## src/sv/cts_pkg.sv

```systemverilog
package cts_pkg;

   // Default sample width (signed Q1.15 parts).
   localparam int SAMPLE_WIDTH_DEF = 16;

   // Result is signed Q3.30.
   localparam int OUT_W = 33;

   // Squared modulus brought to Q60, and the working width of the root search.
   localparam int Q60_W     = 62;
   localparam int ROOT_W    = 63;
   localparam int ISQ_STEPS = 32;

   // Phase unit: operands scaled to a 2^46 full scale, angles in 2^-32 turn.
   localparam int CORDIC_STEPS = 30;
   localparam int CORDIC_FS    = 47;
   localparam int XY_W         = 50;
   localparam int TURN_W       = 34;

   localparam logic signed [TURN_W-1:0] QUARTER_TURN = 34'sd1073741824;
   localparam logic signed [TURN_W-1:0] HALF_TURN    = 34'sd2147483648;

   // atan(2^-i) in units of 2^-32 turn.
   localparam logic [29:0] TURN_TABLE [CORDIC_STEPS] = '{
      30'd536870912, 30'd316933406, 30'd167458907, 30'd85004756, 30'd42667331,
      30'd21354465,  30'd10679838,  30'd5340245,   30'd2670163,  30'd1335087,
      30'd667544,    30'd333772,    30'd166886,    30'd83443,    30'd41722,
      30'd20861,     30'd10430,     30'd5215,      30'd2608,     30'd1304,
      30'd652,       30'd326,       30'd163,       30'd81,       30'd41,
      30'd20,        30'd10,        30'd5,         30'd3,        30'd1
   };

   // Stage counts of the datapath units.
   localparam int SQ_LAT   = 3;
   localparam int ISQ_LAT  = ISQ_STEPS + 1;
   localparam int COR_LAT  = CORDIC_STEPS + 2;
   localparam int PIPE_LAT = SQ_LAT + ISQ_LAT;

   typedef enum logic [2:0] {
      MODE_REAL    = 3'd0,
      MODE_MODULUS = 3'd1,
      MODE_SQUARED = 3'd2,
      MODE_IMAG    = 3'd3,
      MODE_PHASE   = 3'd4
   } view_mode_type;

endpackage

```

## src/sv/cts_isqrt.sv

```systemverilog
module cts_isqrt (
   input  logic                      clock,
   input  logic                      en,
   input  logic [cts_pkg::Q60_W-1:0] q60,
   output logic [cts_pkg::OUT_W-1:0] root
);

   localparam int OUT_W  = cts_pkg::OUT_W;
   localparam int Q60_W  = cts_pkg::Q60_W;
   localparam int ROOT_W = cts_pkg::ROOT_W;
   localparam int STEPS  = cts_pkg::ISQ_STEPS;

   logic [Q60_W-1:0]  rem_ff  [STEPS];
   logic [ROOT_W-1:0] part_ff [STEPS];
   logic [OUT_W-1:0]  root_in, root_ff;
   logic              round_up;

   // One result bit per stage, highest first
   for (genvar k = 0; k < STEPS; k++) begin : g_step
      localparam logic [ROOT_W-1:0] BIT = ROOT_W'(1) << (2 * (STEPS - 1 - k));
      logic [Q60_W-1:0]  rem_src, rem_in;
      logic [ROOT_W-1:0] part_src, part_in, trial;
      logic              fits;

      if (k == 0) begin : g_first
         assign rem_src  = q60;
         assign part_src = '0;
      end else begin : g_next
         assign rem_src  = rem_ff[k-1];
         assign part_src = part_ff[k-1];
      end

      always_comb begin
         trial = part_src + BIT;
         fits  = ROOT_W'(rem_src) >= trial;
         if (fits) begin
            rem_in  = rem_src - trial[Q60_W-1:0];
            part_in = (part_src >> 1) + BIT;
         end else begin
            rem_in  = rem_src;
            part_in = part_src >> 1;
         end
      end

      always_ff @(posedge clock) begin
         if (en) begin
            rem_ff[k]  <= rem_in;
            part_ff[k] <= part_in;
         end
      end
   end

   // Round to nearest: bump when the remainder exceeds the root
   always_comb begin
      round_up = ROOT_W'(rem_ff[STEPS-1]) > part_ff[STEPS-1];
      root_in  = OUT_W'(part_ff[STEPS-1]) + OUT_W'(round_up);
   end

   always_ff @(posedge clock) begin
      if (en) begin
         root_ff <= root_in;
      end
   end

   assign root = root_ff;

endmodule

```

## config.mk

```make
export PLATFORM = sky130hd
export DESIGN_NAME = cts_isqrt
export DESIGN_NICKNAME = d
export VERILOG_FILES = /design/src/sv/cts_pkg.sv /design/src/sv/cts_isqrt.sv
export SDC_FILE = /design/constraint.sdc
export NUM_CORES = 2
export LEC_CHECK = 0
export BUFFER_PORTS_ARGS = -buffer_cell sky130_fd_sc_hd__buf_2
export CORE_MARGIN = 2
export CORE_UTILIZATION = 40
export DETAILED_ROUTE_END_ITERATION = 8
export PLACE_DENSITY = 0.65
export SYNTH_ARGS = -nofsm -noshare
export SYNTH_HDL_FRONTEND = slang
export SYNTH_SLANG_ARGS = --single-unit
```

## constraint.sdc

```tcl
create_clock -name clock -period 4.1 [get_ports clock]
set_clock_uncertainty 0.05 [all_clocks]
set_input_delay 1.23 -clock clock [delete_from_list [all_inputs] [get_ports clock]]
set_output_delay 1.23 -clock clock [all_outputs]
set_load 0.01 [all_outputs]
```

==> impl_metrics.env <==
export IMPL_dr_pass1_iters=6
export IMPL_path_buf_inv=1
export IMPL_fin_setup_tns_ns=0
export IMPL_async_flop_share_pct=0
export IMPL_synthCells=9837
export IMPL_fmax_mhz=250.5
export IMPL_cts_made_buffers=269
export IMPL_crit_start="part_ff[1][468]"
export IMPL_fin_crit_ns=3.992
export IMPL_required_ns=4.57
export IMPL_grt_max_degree=130
export IMPL_core_area_um2=303300
export IMPL_status="complete, no violations"
export IMPL_syn_num_nets=10462
export IMPL_root_buffer="clkbuf_16"
export IMPL_finalHoldViolCount=0
export IMPL_tightestPinTransition_ns=1.231
export IMPL_num_vias=79750
export IMPL_reg2reg_depth=11
export IMPL_worstPathArrival_ns=4.46
export IMPL_power_mw=76.83
export IMPL_final_cell_count_no_fill=14448
export IMPL_place_inst=13982
export IMPL_relSlewSlack_pct=17.73
export IMPL_areaGrowthSynthToFinish_pct=13.09
export IMPL_place_hpwl_mm=244.7
export IMPL_multi_input_area_um2=43250
export IMPL_worstSetupPathType="flop to flop"
export IMPL_fin_crit_sh_pct=97.36
export IMPL_gr_usage_met3_pct=2.403
export IMPL_grt_remaining_overflow=0
export IMPL_busiest_layer="met2"
export IMPL_setup_viol=0
export IMPL_grt_antenna_before_repair=3
export IMPL_stdcell_area_um2=138000
export IMPL_register_area_um2=75430
export IMPL_ys_ff_latch=2512
export IMPL_min_path_type="flop to flop"
export IMPL_endpoint="rem_ff[1][541]"
export IMPL_nets=10901
export IMPL_slew_violations=0
export IMPL_path_clk_slew_ns=0.06
export IMPL_placed_area_um2=129300
export IMPL_critPathMaxStageDelay_ns=0.59
export IMPL_grt_usage_pct=20.06
export IMPL_place_ws_ns=0.08450
export IMPL_r2r_start="part_ff[1][468]"
export IMPL_avgSynthCellArea_um2=12.41
export IMPL_cts_sinks=2512
export IMPL_grt_pass1_wl_mm=478.1
export IMPL_yosysUniqueCellTypes=90
export IMPL_wl_per_cell_um=21.99
export IMPL_synthFlopType="edfxtp_1"
export IMPL_drc_errors=0
export IMPL_path_delay_family="simple AND/OR/NAND/NOR gates"
export IMPL_htreeDepth=5
export IMPL_tritoncts="built"
export IMPL_drv_cap=0
export IMPL_drt_wl_total_mm=317.7
export IMPL_crit_chain="inv_1, ha_1, nand3_1, nor4_1, a22oi_1, a211oi_1, nor4_1, nor3_1, o21a_1, nand3_1, xnor2_1"
export IMPL_die_height_um=556.3
export IMPL_rr_endpoint="rem_ff[1][541]"
export IMPL_leakage_nw=51.48
export IMPL_timing_critical_path_to_type="flop"
export IMPL_critical_path_slowest_cell="xnor2_1"
export IMPL_synth_edf_count=2512
export IMPL_synth_warnings=0
export IMPL_die_x_um=556.3
export IMPL_worst_slack_ns=0.1083
export IMPL_met2_usage_pct=37.69
export IMPL_rows=202
export IMPL_grt_met1_usage_pct=21.24
export IMPL_final_layout_size_suffix_gt1_share_pct=9.361
export IMPL_ff2ff_setup_slack_ns=0.11
export IMPL_ios=97
export IMPL_gp_congestion=1.035
export IMPL_final_util_pct=45.50
export IMPL_start_kind="flop"
export IMPL_floorplan_initialDensity_pct=40.24
export IMPL_cp_max_fo=6
export IMPL_die_area_um2=309500
export IMPL_cp_depth=11
export IMPL_first_global_vias=79767
export IMPL_whs_ns=0.3610
export IMPL_via_per_inst=5.520
export IMPL_postCtsHoldBufs=0
export IMPL_rsz0062_at_grt="no"
export IMPL_p_per_area_nw_per_um2=556.7
export IMPL_antenna_left=0
export IMPL_yosysSeqAreaShare_pct=61.81
export IMPL_cts_max_path_buffers=4
export IMPL_portBuffers=95
export IMPL_nFillCells=26818
export IMPL_syn_cell_area_um2=122000
export IMPL_clock_latency_ns=0.88
export IMPL_drt_iter0_drc=6357
export IMPL_peakVddDrop_v=0.0004352
[registers in the layout (all words and copies together) (netlist names)]
name     count
rem_ff    1984
part_ff    496
root        32
[cells in the mapped netlist (95+ instances only)]
cell type	n	share of area, %
xor2_1	432	3.1
clkbuf_1	197	0.61
nand4_1	166	0.85
o21ai_0	473	1.9
inv_1	695	2.1
nor2_1	631	1.9
nand2_1	630	1.9
nor3_1	272	1.1
nand3_1	198	0.81
a21o_1	222	1.4
or3_1	96	0.49
a21oi_1	597	2.4
ha_1	561	5.8
xnor2_1	474	3.4
nand2b_1	116	0.59
o21a_1	95	0.58
nor4_1	337	1.7
edfxtp_1	2512	62
[how the worst min path moves through the flow]
| stage | from | to | slack (ns) | cells after the start |
|---|---|---|---|---|
| after floorplan | rem_ff[1][145] | rem_ff[1][207] | 0.37 | 0 |
| after global placement | rem_ff[0][642] | rem_ff[0][704] | 0.37 | 0 |
| after detailed placement | rem_ff[1][683] | rem_ff[1][745] | 0.38 | 0 |
| after CTS | rem_ff[1][141] | rem_ff[1][203] | 0.37 | 0 |
| after global routing | rem_ff[0][46] | rem_ff[0][108] | 0.38 | 0 |
| final | rem_ff[1][141] | rem_ff[1][203] | 0.36 | 0 |
[per-layer routing]
metal / share of wire, % / vias up
met5: 0 / -
met4: 6.8 / 0
met3: 4.1 / 816
met2: 53 / 2476
met1: 36 / 38695
li1: - / 37763
[kinds of logic after synthesis]
group           Yosys count  share of synthesized area (%)
compound gates         1888                          9.631
fa+ha+maj               561                          5.752
simple gates           2935                          12.45
flops                  2512                          61.81
xor+xnor                906                          6.502
buf+inv                 925                          2.862
other cells               1                       0.003073
mux                     109                         0.9884
[final cells by class]
cell class,count,area share (%)
flip-flops and latches,2512,54.66
multi-input cells,6400,31.34
clock buffers,311,5.069
well taps,3978,3.607
repair buffers,395,2.223
inverters,698,1.898
clock inverters,153,1.199
diodes,1,0.001813
[power breakdown]
part	switching (mW)	internal [mW]	total (mW)
sequential	2.92	32.6	35.5
combinational	10.2	7.05	17.3
clock	9.93	14.2	24.1
total	23.1	53.8	76.8
[cell usage in the layout, fill, tap and decap left out, types with 96 or more instances in the layout]
cell type | netlist | routed
nor2_1 | 631 | 627
xnor2_1 | 474 | 474
or3_1 | 96 | 96
edfxtp_1 | 2512 | 2512
nand2b_1 | 116 | 116
o21ai_0 | 473 | 472
nor4_1 | 337 | 333
xor2_1 | 432 | 432
inv_1 | 695 | 695
buf_4 | 1 | 274
nand3_1 | 198 | 198
nor3_1 | 272 | 270
nand4_1 | 166 | 166
ha_1 | 561 | 561
nand2_1 | 630 | 630
a21o_1 | 222 | 221
a21oi_1 | 597 | 595
clkbuf_16 | 0 | 274
[timing repair]
item / CTS / global route
endpoints found under the setup margin: 0 / 50
resized for setup: 0 / 20
buffers inserted: 0 / 1
No activity file was read; power rests on OpenSTA's default activity.
