==> src/sv/cts_pkg.sv <==
package cts_pkg;

   // Default sample width (signed Q1.15 parts).
   localparam int SAMPLE_WIDTH_DEF = 16;

   // Result is signed Q3.30.
   localparam int OUT_W = 33;

   // Squared modulus brought to Q60, and the working width of the root search.
   localparam int Q60_W     = 62;
   localparam int ROOT_W    = 63;
   localparam int ISQ_STEPS = 32;

   // Phase unit: operands scaled to a 2^46 full scale, angles in 2^-32 turn.
   localparam int CORDIC_STEPS = 30;
   localparam int CORDIC_FS    = 47;
   localparam int XY_W         = 50;
   localparam int TURN_W       = 34;

   localparam logic signed [TURN_W-1:0] QUARTER_TURN = 34'sd1073741824;
   localparam logic signed [TURN_W-1:0] HALF_TURN    = 34'sd2147483648;

   // atan(2^-i) in units of 2^-32 turn.
   localparam logic [29:0] TURN_TABLE [CORDIC_STEPS] = '{
      30'd536870912, 30'd316933406, 30'd167458907, 30'd85004756, 30'd42667331,
      30'd21354465,  30'd10679838,  30'd5340245,   30'd2670163,  30'd1335087,
      30'd667544,    30'd333772,    30'd166886,    30'd83443,    30'd41722,
      30'd20861,     30'd10430,     30'd5215,      30'd2608,     30'd1304,
      30'd652,       30'd326,       30'd163,       30'd81,       30'd41,
      30'd20,        30'd10,        30'd5,         30'd3,        30'd1
   };

   // Stage counts of the datapath units.
   localparam int SQ_LAT   = 3;
   localparam int ISQ_LAT  = ISQ_STEPS + 1;
   localparam int COR_LAT  = CORDIC_STEPS + 2;
   localparam int PIPE_LAT = SQ_LAT + ISQ_LAT;

   typedef enum logic [2:0] {
      MODE_REAL    = 3'd0,
      MODE_MODULUS = 3'd1,
      MODE_SQUARED = 3'd2,
      MODE_IMAG    = 3'd3,
      MODE_PHASE   = 3'd4
   } view_mode_type;

endpackage

==> src/sv/cts_square.sv <==
module cts_square #(
   parameter int SAMPLE_WIDTH = cts_pkg::SAMPLE_WIDTH_DEF
) (
   input  logic                          clock,
   input  logic                          en,
   input  logic signed [SAMPLE_WIDTH-1:0] re,
   input  logic signed [SAMPLE_WIDTH-1:0] im,
   output logic [cts_pkg::Q60_W-1:0]     q60,
   output logic [cts_pkg::OUT_W-1:0]     sq_q30
);

   localparam int OUT_W  = cts_pkg::OUT_W;
   localparam int Q60_W  = cts_pkg::Q60_W;
   localparam int MAG_W  = 2 * SAMPLE_WIDTH;
   localparam int PROD_W = MAG_W - 1;
   localparam int F2     = 2 * (SAMPLE_WIDTH - 1);

   logic signed [MAG_W-1:0] re_full, im_full;
   logic [PROD_W-1:0] re_sq_in, re_sq_ff, im_sq_in, im_sq_ff;
   logic [MAG_W-1:0]  mag2_in, mag2_ff;
   logic [Q60_W-1:0]  q60_in, q60_ff;
   logic [OUT_W-1:0]  sq_in, sq_ff;

   // Stage 1: squares (non-negative, one bit narrower than the full product)
   always_comb begin
      re_full  = re * re;
      im_full  = im * im;
      re_sq_in = re_full[PROD_W-1:0];
      im_sq_in = im_full[PROD_W-1:0];
   end

   // Stage 2: exact sum
   assign mag2_in = MAG_W'(re_sq_ff) + MAG_W'(im_sq_ff);

   // Stage 3: bring to Q60 and Q30, round half up where bits drop
   if (F2 <= 60) begin : g_q60_shift
      assign q60_in = Q60_W'(mag2_ff) << (60 - F2);
   end else begin : g_q60_round
      logic [MAG_W:0] q60_sum;
      assign q60_sum = (MAG_W+1)'(mag2_ff) + ((MAG_W+1)'(1) << (F2 - 61));
      assign q60_in  = Q60_W'(q60_sum >> (F2 - 60));
   end

   if (F2 <= 30) begin : g_sq_shift
      assign sq_in = OUT_W'(mag2_ff) << (30 - F2);
   end else begin : g_sq_round
      logic [MAG_W:0] sq_sum;
      assign sq_sum = (MAG_W+1)'(mag2_ff) + ((MAG_W+1)'(1) << (F2 - 31));
      assign sq_in  = sq_sum[F2-30 +: OUT_W];
   end

   always_ff @(posedge clock) begin
      if (en) begin
         re_sq_ff <= re_sq_in;
         im_sq_ff <= im_sq_in;
         mag2_ff  <= mag2_in;
         q60_ff   <= q60_in;
         sq_ff    <= sq_in;
      end
   end

   assign q60    = q60_ff;
   assign sq_q30 = sq_ff;

endmodule

==> config.mk <==
export PLATFORM = sky130hd
export DESIGN_NAME = cts_square
export DESIGN_NICKNAME = d
export VERILOG_FILES = /design/src/sv/cts_pkg.sv /design/src/sv/cts_square.sv
export SDC_FILE = /design/constraint.sdc
export NUM_CORES = 1
export LEC_CHECK = 0
export BUFFER_PORTS_ARGS = -buffer_cell sky130_fd_sc_hd__buf_2
export CAP_MARGIN = 30
export CORE_ASPECT_RATIO = 1.4
export CORE_MARGIN = 2
export CORE_UTILIZATION = 46
export CTS_BUF_LIST = sky130_fd_sc_hd__clkbuf_8 sky130_fd_sc_hd__clkbuf_16
export DETAILED_ROUTE_END_ITERATION = 7
export PLACE_DENSITY = 0.65
export SYNTH_ARGS = -nofsm -noshare
export SYNTH_HDL_FRONTEND = slang
export SYNTH_SLANG_ARGS = --single-unit
==> constraint.sdc <==
create_clock -name clock -period 9.6 [get_ports clock]
set_input_delay 1.92 -clock clock [delete_from_list [all_inputs] [get_ports clock]]
set_output_delay 1.92 -clock clock [all_outputs]
set_load 0.005 [all_outputs]
==> results.tsv, run 1 <==
stage	metric	value	unit
clock_tree	Max clock buf depth	2	
place	gpl congestion	0.897	
global_routing	global-route wire length before repair	79500	microns
floorplanning	die area	50900	sq um
place	detailed placer's ending HPWL	40500	microns
sta	Worst Tran Pin Value	0.867	ns
layout	most frequent cells in the layout	inv_1, fa_1, ha_1, nand2_1, edfxtp_1	
hold_path	Hold Path Stages	0	
layout	Synth-to-Final Area Change	6.07	%
layout	commonest non-fill, non-tap cell in the layout	inv_1	
route	Post-Route WL	47500	microns
route	Pre-antenna DRT Iters	5	
sta	Fin Hold WS	0.415	ns
floorplanning	Core Region	48800	sq um
worst_setup_path	Worst Path Required	9.75	ns
worst_setup_path	worst endpoint data arrival time	8.66	ns
floorplanning	FP Rows	96	
sta	period utilization	88.6	%
hold_path	worst hold path type	register to register	
clock_tree	Resized cells post-CTS	0	
global_routing	grt total ovfl	0	
worst_setup_path	RR Endpoint	mag2_ff[29]$_DFFE_PP_	
worst_setup_path	Worst R2R Start	re_sq_ff[13]$_DFFE_PP_	
floorplanning	initial core utilization	46.3	%
clock_tree	clock sink total	124	
synth	#FFs+latches synth	124	
clock_tree	clk_lat worst skew	0.42	ns
global_routing	largest net degree at the start of global routing	83	
sta	crit path time final	8.50	ns
layout	Ant. Diodes	0	
global_routing	initial antenna violation count	0	
floorplanning	num ports	129	
worst_setup_path	FF-to-FF path depth	10	
synth	post-synthesis cell type count	53	
synth	sequential fraction of the synthesis area	16.5	%
worst_setup_path	critical path type	primary input to register	
hold_path	Worst Hold Path EP	sq_q30[25]$_DFFE_PP_	
route	WL/cell	16.1	microns
floorplanning	die width	191	microns
synth	Post-synth EDFFs	124	
floorplanning	Die H	266	microns
sta	FMAX	118	MHz
synth	Main synth FF type	edfxtp_1	
worst_setup_path	CP Cell Sequence	buf_2, clkinv_1, nor2_1, ha_1, xor2_1, fa_1, fa_1, inv_1, fa_1, fa_1, inv_1, fa_1, inv_1, ha_1, a21o_1, a2111oi_0, o211ai_1, a21oi_1, nor3_1, nor2_1, o2111ai_1, a21oi_1, xnor2_1	
clock_tree	TritonCTS Buffers	17	
synth	Post-synth ARST share	0	%
sta	final setup fails	0	
clock_tree	Root Buffer	clkbuf_16	
clock_tree	clk slew on worst S/H paths	0.06	ns
worst_setup_path	critical path's slowest cell	a2111oi_0	
clock_tree	CTS tree	built	
sta	final hold vios	0	
job	max-cap check violation count	0	
layout	share of layout cells above drive strength 1	6.37	%
sta	max-slew violation count	0	
clock_tree	hold buffers post-CTS	0	
route	DR DRC count	0	
sta	Sum Neg Setup Slack	0	ns
worst_setup_path	worst-path fanout max	10	
route	antenna viol nets, final	0	
sta	slew margin rel.	40.7	%
sta	Worst Skew	0.0169	ns
route	Via density	4.99	
worst_setup_path	CP endpoint kind	register	
synth	Mapped Cells	2254	
global_routing	vias in the first global route	16400	
clock_tree	setup bufs post-CTS	0	
worst_setup_path	r2r setup slk	6.29	ns
worst_setup_path	CP Launch Type	primary input	
worst_setup_path	cell mode on critical path	fa_1	
layout	# nets final	2987	
global_routing	Tot GR Track Use	20.0	%
hold_path	source of the worst hold timing path	mag2_ff[25]$_DFFE_PP_	
synth	syn avg cell area	10.0	sq um
layout	fin util	49.1	%
place	IO buf count	97	
sta	RSZ-0062 raised after global routing	false	
worst_setup_path	highest cell delay on the worst timing path	0.72	ns
route	via count	14700	
synth	synth warn	0	
synth	Post-Syn Area	22600	sq um
layout	fillers	4538	
outcome	status	complete, no violations	
clock_tree	H-Tree Depth	4	
route	Iteration-0 DRC Markers	685	
-- cell families after synthesis --
logic type      after synthesis  share of synthesized area (%)
mux                           2                         0.0997
flops                       124                           16.5
other cells                   1                         0.0166
compound gates              186                           5.53
buf+inv                     763                           13.7
simple gates                409                           8.16
xor+xnor                    111                           4.30
fa+ha+maj                   658                           51.7
-- registers in the layout, indices dropped and copies added, names as in the netlist --
register / flops
mag2_ff: 32
sq_q30: 32
im_sq_ff: 30
re_sq_ff: 30
-- cell usage after synthesis, types with 9 or more instances --
master,number,area [sq um]
nor2_1,111,417
a21oi_1,63,315
xor2_1,31,272
inv_1,651,2440
nand3_1,14,70.1
xnor2_1,80,701
fa_1,459,9190
ha_1,199,2490
nand2b_1,11,68.8
buf_4,63,473
o21ai_0,23,115
edfxtp_1,124,3720
a21o_1,25,188
clkbuf_1,42,158
nand2_1,165,619
nor3_1,14,70.1
o21a_1,9,67.6
and2_1,63,394
o21bai_1,15,113
nor2b_1,10,62.6
-- metal layers --
metal	routed length, microns	GRT usage [%]	vias to the layer above
met5	0	0	-
li1	-	-	6746
met4	2330	9.21	0
met1	17400	22.1	7512
met2	26500	38.1	326
met3	1370	1.88	113
-- layout make-up --
cell class	instances	area, sq um	area share [%]
tap	637	797	3.33
sequential	124	3720	15.5
inverter	656	2460	10.3
clock inverter	15	153	0.637
multi-input combinational	1397	15900	66.3
clock buffer	17	425	1.77
timing repair buffer	99	523	2.18
-- through the flow --
stage	setup WS (ns)	area [sq um]	instances
after floorplan	1.79	22700	2284
after global placement	0.910	23400	2912
after detailed placement	0.780	23400	2912
after CTS	1.20	23900	2944
after global routing	0.809	24000	2945
final	1.10	24000	2945
-- worst max path at each step --
stage	start	end	cells past startpoint
after CTS	im[13]	im_sq_ff[30]$_DFFE_PP_	23
after global placement	im[13]	im_sq_ff[30]$_DFFE_PP_	23
after floorplan	im[15]	im_sq_ff[29]$_DFFE_PP_	22
final	im[13]	im_sq_ff[30]$_DFFE_PP_	23
after global routing	im[12]	im_sq_ff[30]$_DFFE_PP_	23
after detailed placement	im[13]	im_sq_ff[30]$_DFFE_PP_	23
-- critical path: cells and delay by family --
family	cells	cell delay [ns]
adders and majority gates	7	3.17
AOI/OAI and AO/OA	6	1.80
buffers and inverters	5	0.81
and+or+nand+nor	3	0.67
xor gates and xnor gates	2	0.27
Power of run 1 is not shown: default switching activity piles up to over one toggle a cycle in this logic, so the estimate is an artifact.
==> run 2: changes to the inputs <==
Settings changed: PLACE_DENSITY 0.65 to 0.67.
Clock period 9.6 ns to 7 ns, I/O delays scaled along.
==> run 2 against run 1 <==
  * First-iteration DRC count shrank 3.4%
  * Clock skew shrank 0.0077 ns
  * Non-clock buffer count grew 228
  * Count of clock-buffer cells in the layout is the same
  * Wire length grew 0.16%
==> results.tsv, run 2 (synthesized netlist as in run 1, its figures left out) <==
stage	metric	value	unit	change
outcome	status	complete, no violations		
clock_tree	Root Buffer	clkbuf_16		
floorplanning	FP Rows	96		unchanged
clock_tree	TritonCTS Buffers	17		unchanged
sta	final setup fails	0		unchanged
sta	max-slew violation count	0		unchanged
route	antenna viol nets, final	0		unchanged
hold_path	worst hold path type	register to register		
worst_setup_path	RR Endpoint	mag2_ff[29]$_DFFE_PP_		
clock_tree	clk_lat worst skew	0.41	ns	about the same
place	gpl congestion	0.900		+0.36%
layout	most frequent cells in the layout	inv_1, fa_1, buf_4, ha_1, nand2_1		
layout	fillers	4386		-3.3%
clock_tree	clock sink total	124		unchanged
route	via count	15400		+5.1%
sta	Sum Neg Setup Slack	0	ns	unchanged
sta	Worst Tran Pin Value	0.783	ns	-0.0834 ns
clock_tree	H-Tree Depth	4		unchanged
layout	Ant. Diodes	0		unchanged
worst_setup_path	FF-to-FF path depth	10		unchanged
hold_path	source of the worst hold timing path	mag2_ff[1]$_DFFE_PP_		
layout	fin util	53.0	%	+3.9 points
layout	share of layout cells above drive strength 1	15.7	%	+9.3 points
floorplanning	Core Region	48800	sq um	unchanged
worst_setup_path	CP Launch Type	primary input		
global_routing	vias in the first global route	17500		+6.4%
global_routing	largest net degree at the start of global routing	65		-22%
layout	# nets final	3215		+7.6%
hold_path	Worst Hold Path EP	sq_q30[1]$_DFFE_PP_		
job	max-cap check violation count	0		unchanged
layout	commonest non-fill, non-tap cell in the layout	inv_1		
clock_tree	Max clock buf depth	2		unchanged
layout	Synth-to-Final Area Change	14.4	%	
worst_setup_path	worst endpoint data arrival time	6.92	ns	-1.74 ns
hold_path	Hold Path Stages	0		unchanged
worst_setup_path	Worst R2R Start	re_sq_ff[13]$_DFFE_PP_		
sta	period utilization	96.8	%	
sta	FMAX	148	MHz	
floorplanning	die width	191	microns	unchanged
floorplanning	num ports	129		unchanged
place	IO buf count	97		unchanged
clock_tree	clk slew on worst S/H paths	0.06	ns	about the same
route	Via density	4.87		-2.5%
place	detailed placer's ending HPWL	41800	microns	+3.2%
route	DR DRC count	0		unchanged
route	WL/cell	15.0	microns	-7.0%
global_routing	global-route wire length before repair	80700	microns	+1.6%
floorplanning	die area	50900	sq um	unchanged
route	Post-Route WL	47600	microns	+0.16%
clock_tree	CTS tree	built		
worst_setup_path	CP endpoint kind	register		
floorplanning	Die H	266	microns	unchanged
floorplanning	initial core utilization	46.3	%	unchanged
route	Iteration-0 DRC Markers	662		-3.4%
sta	crit path time final	6.77	ns	
global_routing	Tot GR Track Use	20.1	%	+0.073 points
worst_setup_path	Worst Path Required	7.14	ns	-2.61 ns
worst_setup_path	r2r setup slk	3.75	ns	-2.54 ns
place	Post-Place Setup Slack	-0.334	ns	-1.11 ns
global_routing	initial antenna violation count	1		+1
clock_tree	hold buffers post-CTS	0		unchanged
route	Pre-antenna DRT Iters	5		unchanged
sta	final hold vios	0		unchanged
sta	slew margin rel.	47.8	%	+7.1 points
global_routing	grt total ovfl	0		unchanged
worst_setup_path	critical path type	primary input to register		
sta	Setup WS post-layout	0.225	ns	-0.872 ns
worst_setup_path	worst-path fanout max	5		-5
sta	RSZ-0062 raised after global routing	true		
sta	Worst Skew	0.00919	ns	-0.00775 ns
run 2: changes by cell type in the layout (fill, tap and decap cells not counted), moves of 3 or more:
cell       delta
a2111oi_0     -4
a21oi_2       +3
inv_1         -3
buf_4       +228
nor2_2        +5
nor2_1        -6
fa_2          +3
a21oi_1       -3
fa_1          -3
inv_8         -3
bufinv_16     +5
clkinv_2      +3
run 2: what timing repair did:
item | CTS | global route
gates resized for setup | 0 | 25
endpoints found under the setup margin | 0 | 12
buffers inserted | 0 | 1
run 2: worst max path at each step:
stage                 from                     end
floorplan           im[15]  im_sq_ff[29]$_DFFE_PP_
global placement     re[3]  re_sq_ff[30]$_DFFE_PP_
detailed placement  im[12]  im_sq_ff[30]$_DFFE_PP_
CTS                 im[12]  im_sq_ff[30]$_DFFE_PP_
global route         im[2]  im_sq_ff[29]$_DFFE_PP_
finish               im[2]  im_sq_ff[29]$_DFFE_PP_
run 2: layer usage:
metal	part of all wire [%]	track usage (%)	wire length, microns	vias up
li1	-	-	-	7186
met2	57	39.2	27000	308
met3	2.7	1.82	1300	97
met5	0.027	0	13	-
met4	3.6	6.78	1700	2
met1	37	22.4	17600	7853
run 2: worst max-delay path, cell delays in order:
cell and delay (ns):
buf_2 0.14, inv_1 0.11, buf_4 0.13, nor2_2 0.05
fa_2 0.62, inv_1 0.08, fa_1 0.59, inv_2 0.08
fa_1 0.46, fa_1 0.51, fa_1 0.49, inv_1 0.05
fa_1 0.47, inv_1 0.04, ha_1 0.34, nand4_1 0.21
nor2_2 0.19, nand2_1 0.13, nor4_4 0.19, buf_4 0.16
nor2_1 0.04, a21oi_1 0.18, or4_1 0.14, nand3_1 0.08
run 2: final cells by class:
| cell class | instances | area (sq um) | area share (%) |
|---|---|---|---|
| clock buffer | 17 | 425 | 1.65 |
| sequential | 124 | 3720 | 14.4 |
| clock inverter | 15 | 231 | 0.895 |
| inverter | 656 | 2470 | 9.55 |
| tap | 637 | 797 | 3.08 |
| timing repair buffer | 327 | 2230 | 8.63 |
| multi-input combinational | 1397 | 16000 | 61.8 |
run 2: through the flow:
stage	instances	hold WS, ns	cell area, sq um
finish	3173	0.418	25900
global route	3173	0.427	25900
CTS	3172	0.420	25800
detailed placement	3140	0.407	25100
global placement	3140	0.402	25100
floorplan	2284	0.400	22700
Power of run 2 is left out for the same reason.
==> run 3: changes to the inputs <==
Settings changed: BUFFER_PORTS_ARGS -buffer_cell sky130_fd_sc_hd__buf_2 to not set, DONT_BUFFER_PORTS set to 1, PLACE_DENSITY 0.67 to 0.65.
==> run 3 against run 2 <==
  * Global-route usage up 0.28 points
  * Register-to-register slack lost 0.05 ns
  * Final cell count shrank 8.2%
  * Critical endpoint is now im_sq_ff[30]$_DFFE_PP_
  * Highest routed layer is now met4
==> results.tsv, run 3 (synthesized netlist as in run 1, its figures left out) <==
stage	metric	value	unit	change
outcome	status	complete, no violations		
clock_tree	clk slew on worst S/H paths	0.07	ns	about the same
floorplanning	die area	50900	sq um	unchanged
sta	max-slew violation count	0		unchanged
route	DR DRC count	0		unchanged
sta	Worst Tran Pin Value	0.514	ns	-0.269 ns
layout	share of layout cells above drive strength 1	5.32	%	-10 points
sta	final setup fails	0		unchanged
sta	final hold vios	0		unchanged
clock_tree	clk_lat worst skew	0.42	ns	about the same
clock_tree	Root Buffer	clkbuf_16		
route	via count	14500		-6.2%
sta	Worst Skew	0.0107	ns	+0.00156 ns
worst_setup_path	worst endpoint data arrival time	6.91	ns	about the same
place	gpl congestion	0.889		-1.2%
worst_setup_path	critical path type	primary input to register		
sta	period utilization	96.4	%	-0.40 points
place	detailed placer's ending HPWL	41400	microns	-1.0%
sta	crit path time final	6.75	ns	-0.0280 ns
global_routing	vias in the first global route	16600		-5.1%
worst_setup_path	Buf+Inv Stages, Crit Path	4		-4
sta	slew margin rel.	65.7	%	+18 points
route	Iteration-0 DRC Markers	627		-5.3%
global_routing	global-route wire length before repair	80600	microns	-0.17%
worst_setup_path	Crit path max-delay family	adder cells		
clock_tree	TritonCTS Buffers	17		unchanged
floorplanning	die width	191	microns	unchanged
worst_setup_path	Worst Path Required	7.16	ns	+0.02 ns
worst_setup_path	cell mode on critical path	fa_1		
route	Via density	4.97		+2.2%
clock_tree	hold buffers post-CTS	0		unchanged
sta	FMAX	148	MHz	+0.42%
clock_tree	Resized cells post-CTS	0		unchanged
place	Post-Place Setup Slack	-0.134	ns	+0.201 ns
floorplanning	num ports	129		unchanged
worst_setup_path	critical path's slowest cell	fa_1		
worst_setup_path	CP endpoint kind	register		
layout	commonest non-fill, non-tap cell in the layout	inv_1		
floorplanning	FP Rows	96		unchanged
route	Pre-antenna DRT Iters	5		unchanged
worst_setup_path	CP Launch Type	primary input		
global_routing	grt total ovfl	0		unchanged
worst_setup_path	worst-path fanout max	14		+9
global_routing	initial antenna violation count	0		-1
worst_setup_path	CP Cell Sequence	inv_1, nor2_1, ha_1, xor2_1, fa_1, fa_1, inv_1, fa_1, fa_1, inv_1, fa_1, inv_1, ha_1, a21o_1, a2111oi_0, o211ai_1, a21oi_1, nor3_1, nor2_1, o2111ai_1, a21oi_1, xnor2_1		
clock_tree	H-Tree Depth	4		unchanged
clock_tree	setup bufs post-CTS	0		unchanged
worst_setup_path	highest cell delay on the worst timing path	0.54	ns	-0.08 ns
floorplanning	Die H	266	microns	unchanged
layout	Ant. Diodes	0		unchanged
floorplanning	initial core utilization	46.3	%	unchanged
route	WL/cell	16.5	microns	+10%
sta	RSZ-0062 raised after global routing	false		
place	IO buf count	0		-100%
layout	Synth-to-Final Area Change	6.12	%	
hold_path	worst hold path type	register to register		
sta	Setup WS post-layout	0.253	ns	+0.0280 ns
clock_tree	Max clock buf depth	2		unchanged
clock_tree	CTS tree	built		
layout	most frequent cells in the layout	inv_1, fa_1, ha_1, nand2_1, edfxtp_1		
job	max-cap check violation count	0		unchanged
global_routing	largest net degree at the start of global routing	125		+92%
floorplanning	Core Region	48800	sq um	unchanged
layout	# nets final	2955		-8.1%
clock_tree	clock sink total	124		unchanged
route	antenna viol nets, final	0		unchanged
route	Post-Route WL	48200	microns	+1.2%
global_routing	Tot GR Track Use	20.4	%	+0.28 points
run 3: changes by cell type in the layout (fill, tap and decap cells not counted), sizes merged:
cell / delta
buf: -258
clkbuf: -2
bufinv: -4
inv: +4
run 3: path summary, 6_finish.rpt:
path / slack (ns) / cells after the start / from / to
setup / recovery: 0.25 / 22 / im[3] / im_sq_ff[30]$_DFFE_PP_
hold / removal: 0.41 / 0 / mag2_ff[10]$_DFFE_PP_ / sq_q30[10]$_DFFE_PP_
setup reg to reg: 3.70 / 10 / re_sq_ff[13]$_DFFE_PP_ / mag2_ff[29]$_DFFE_PP_
hold reg to reg: 0.41 / 0 / mag2_ff[10]$_DFFE_PP_ / sq_q30[10]$_DFFE_PP_
run 3: layout make-up:
cell class / instances / area (sq um)
tap: 637 / 797
clock buffer: 17 / 425
sequential: 124 / 3720
timing repair buffer: 67 / 503
multi-input combinational: 1397 / 15900
fill: 4485 / 24800
inverter: 656 / 2460
clock inverter: 15 / 171
run 3: stage by stage:
stage | setup TNS [ns] | instance area [sq um] | cells | utilization, % | hold WS, ns
after floorplan | 0 | 22700 | 2284 | - | 0.400
after global routing | 0 | 24000 | 2913 | 49.2 | 0.425
final | 0 | 24000 | 2913 | 49.2 | 0.415
after global placement | -0.0145 | 23400 | 2881 | 47.9 | 0.402
after detailed placement | -0.435 | 23400 | 2881 | 47.9 | 0.405
after CTS | 0 | 24000 | 2913 | 49.2 | 0.419
run 3: layer usage:
metal  share of wire [%]  track usage [%]  wire length (microns)  vias up
met5                   0                0                      0        -
met4                 5.3             10.2                   2550        0
met3                 2.4             2.27                   1140      124
met2                  56             39.0                  27100      274
met1                  36             21.8                  17300     7419
li1                    -                -                      -     6669
Power of run 3 is left out for the same reason.
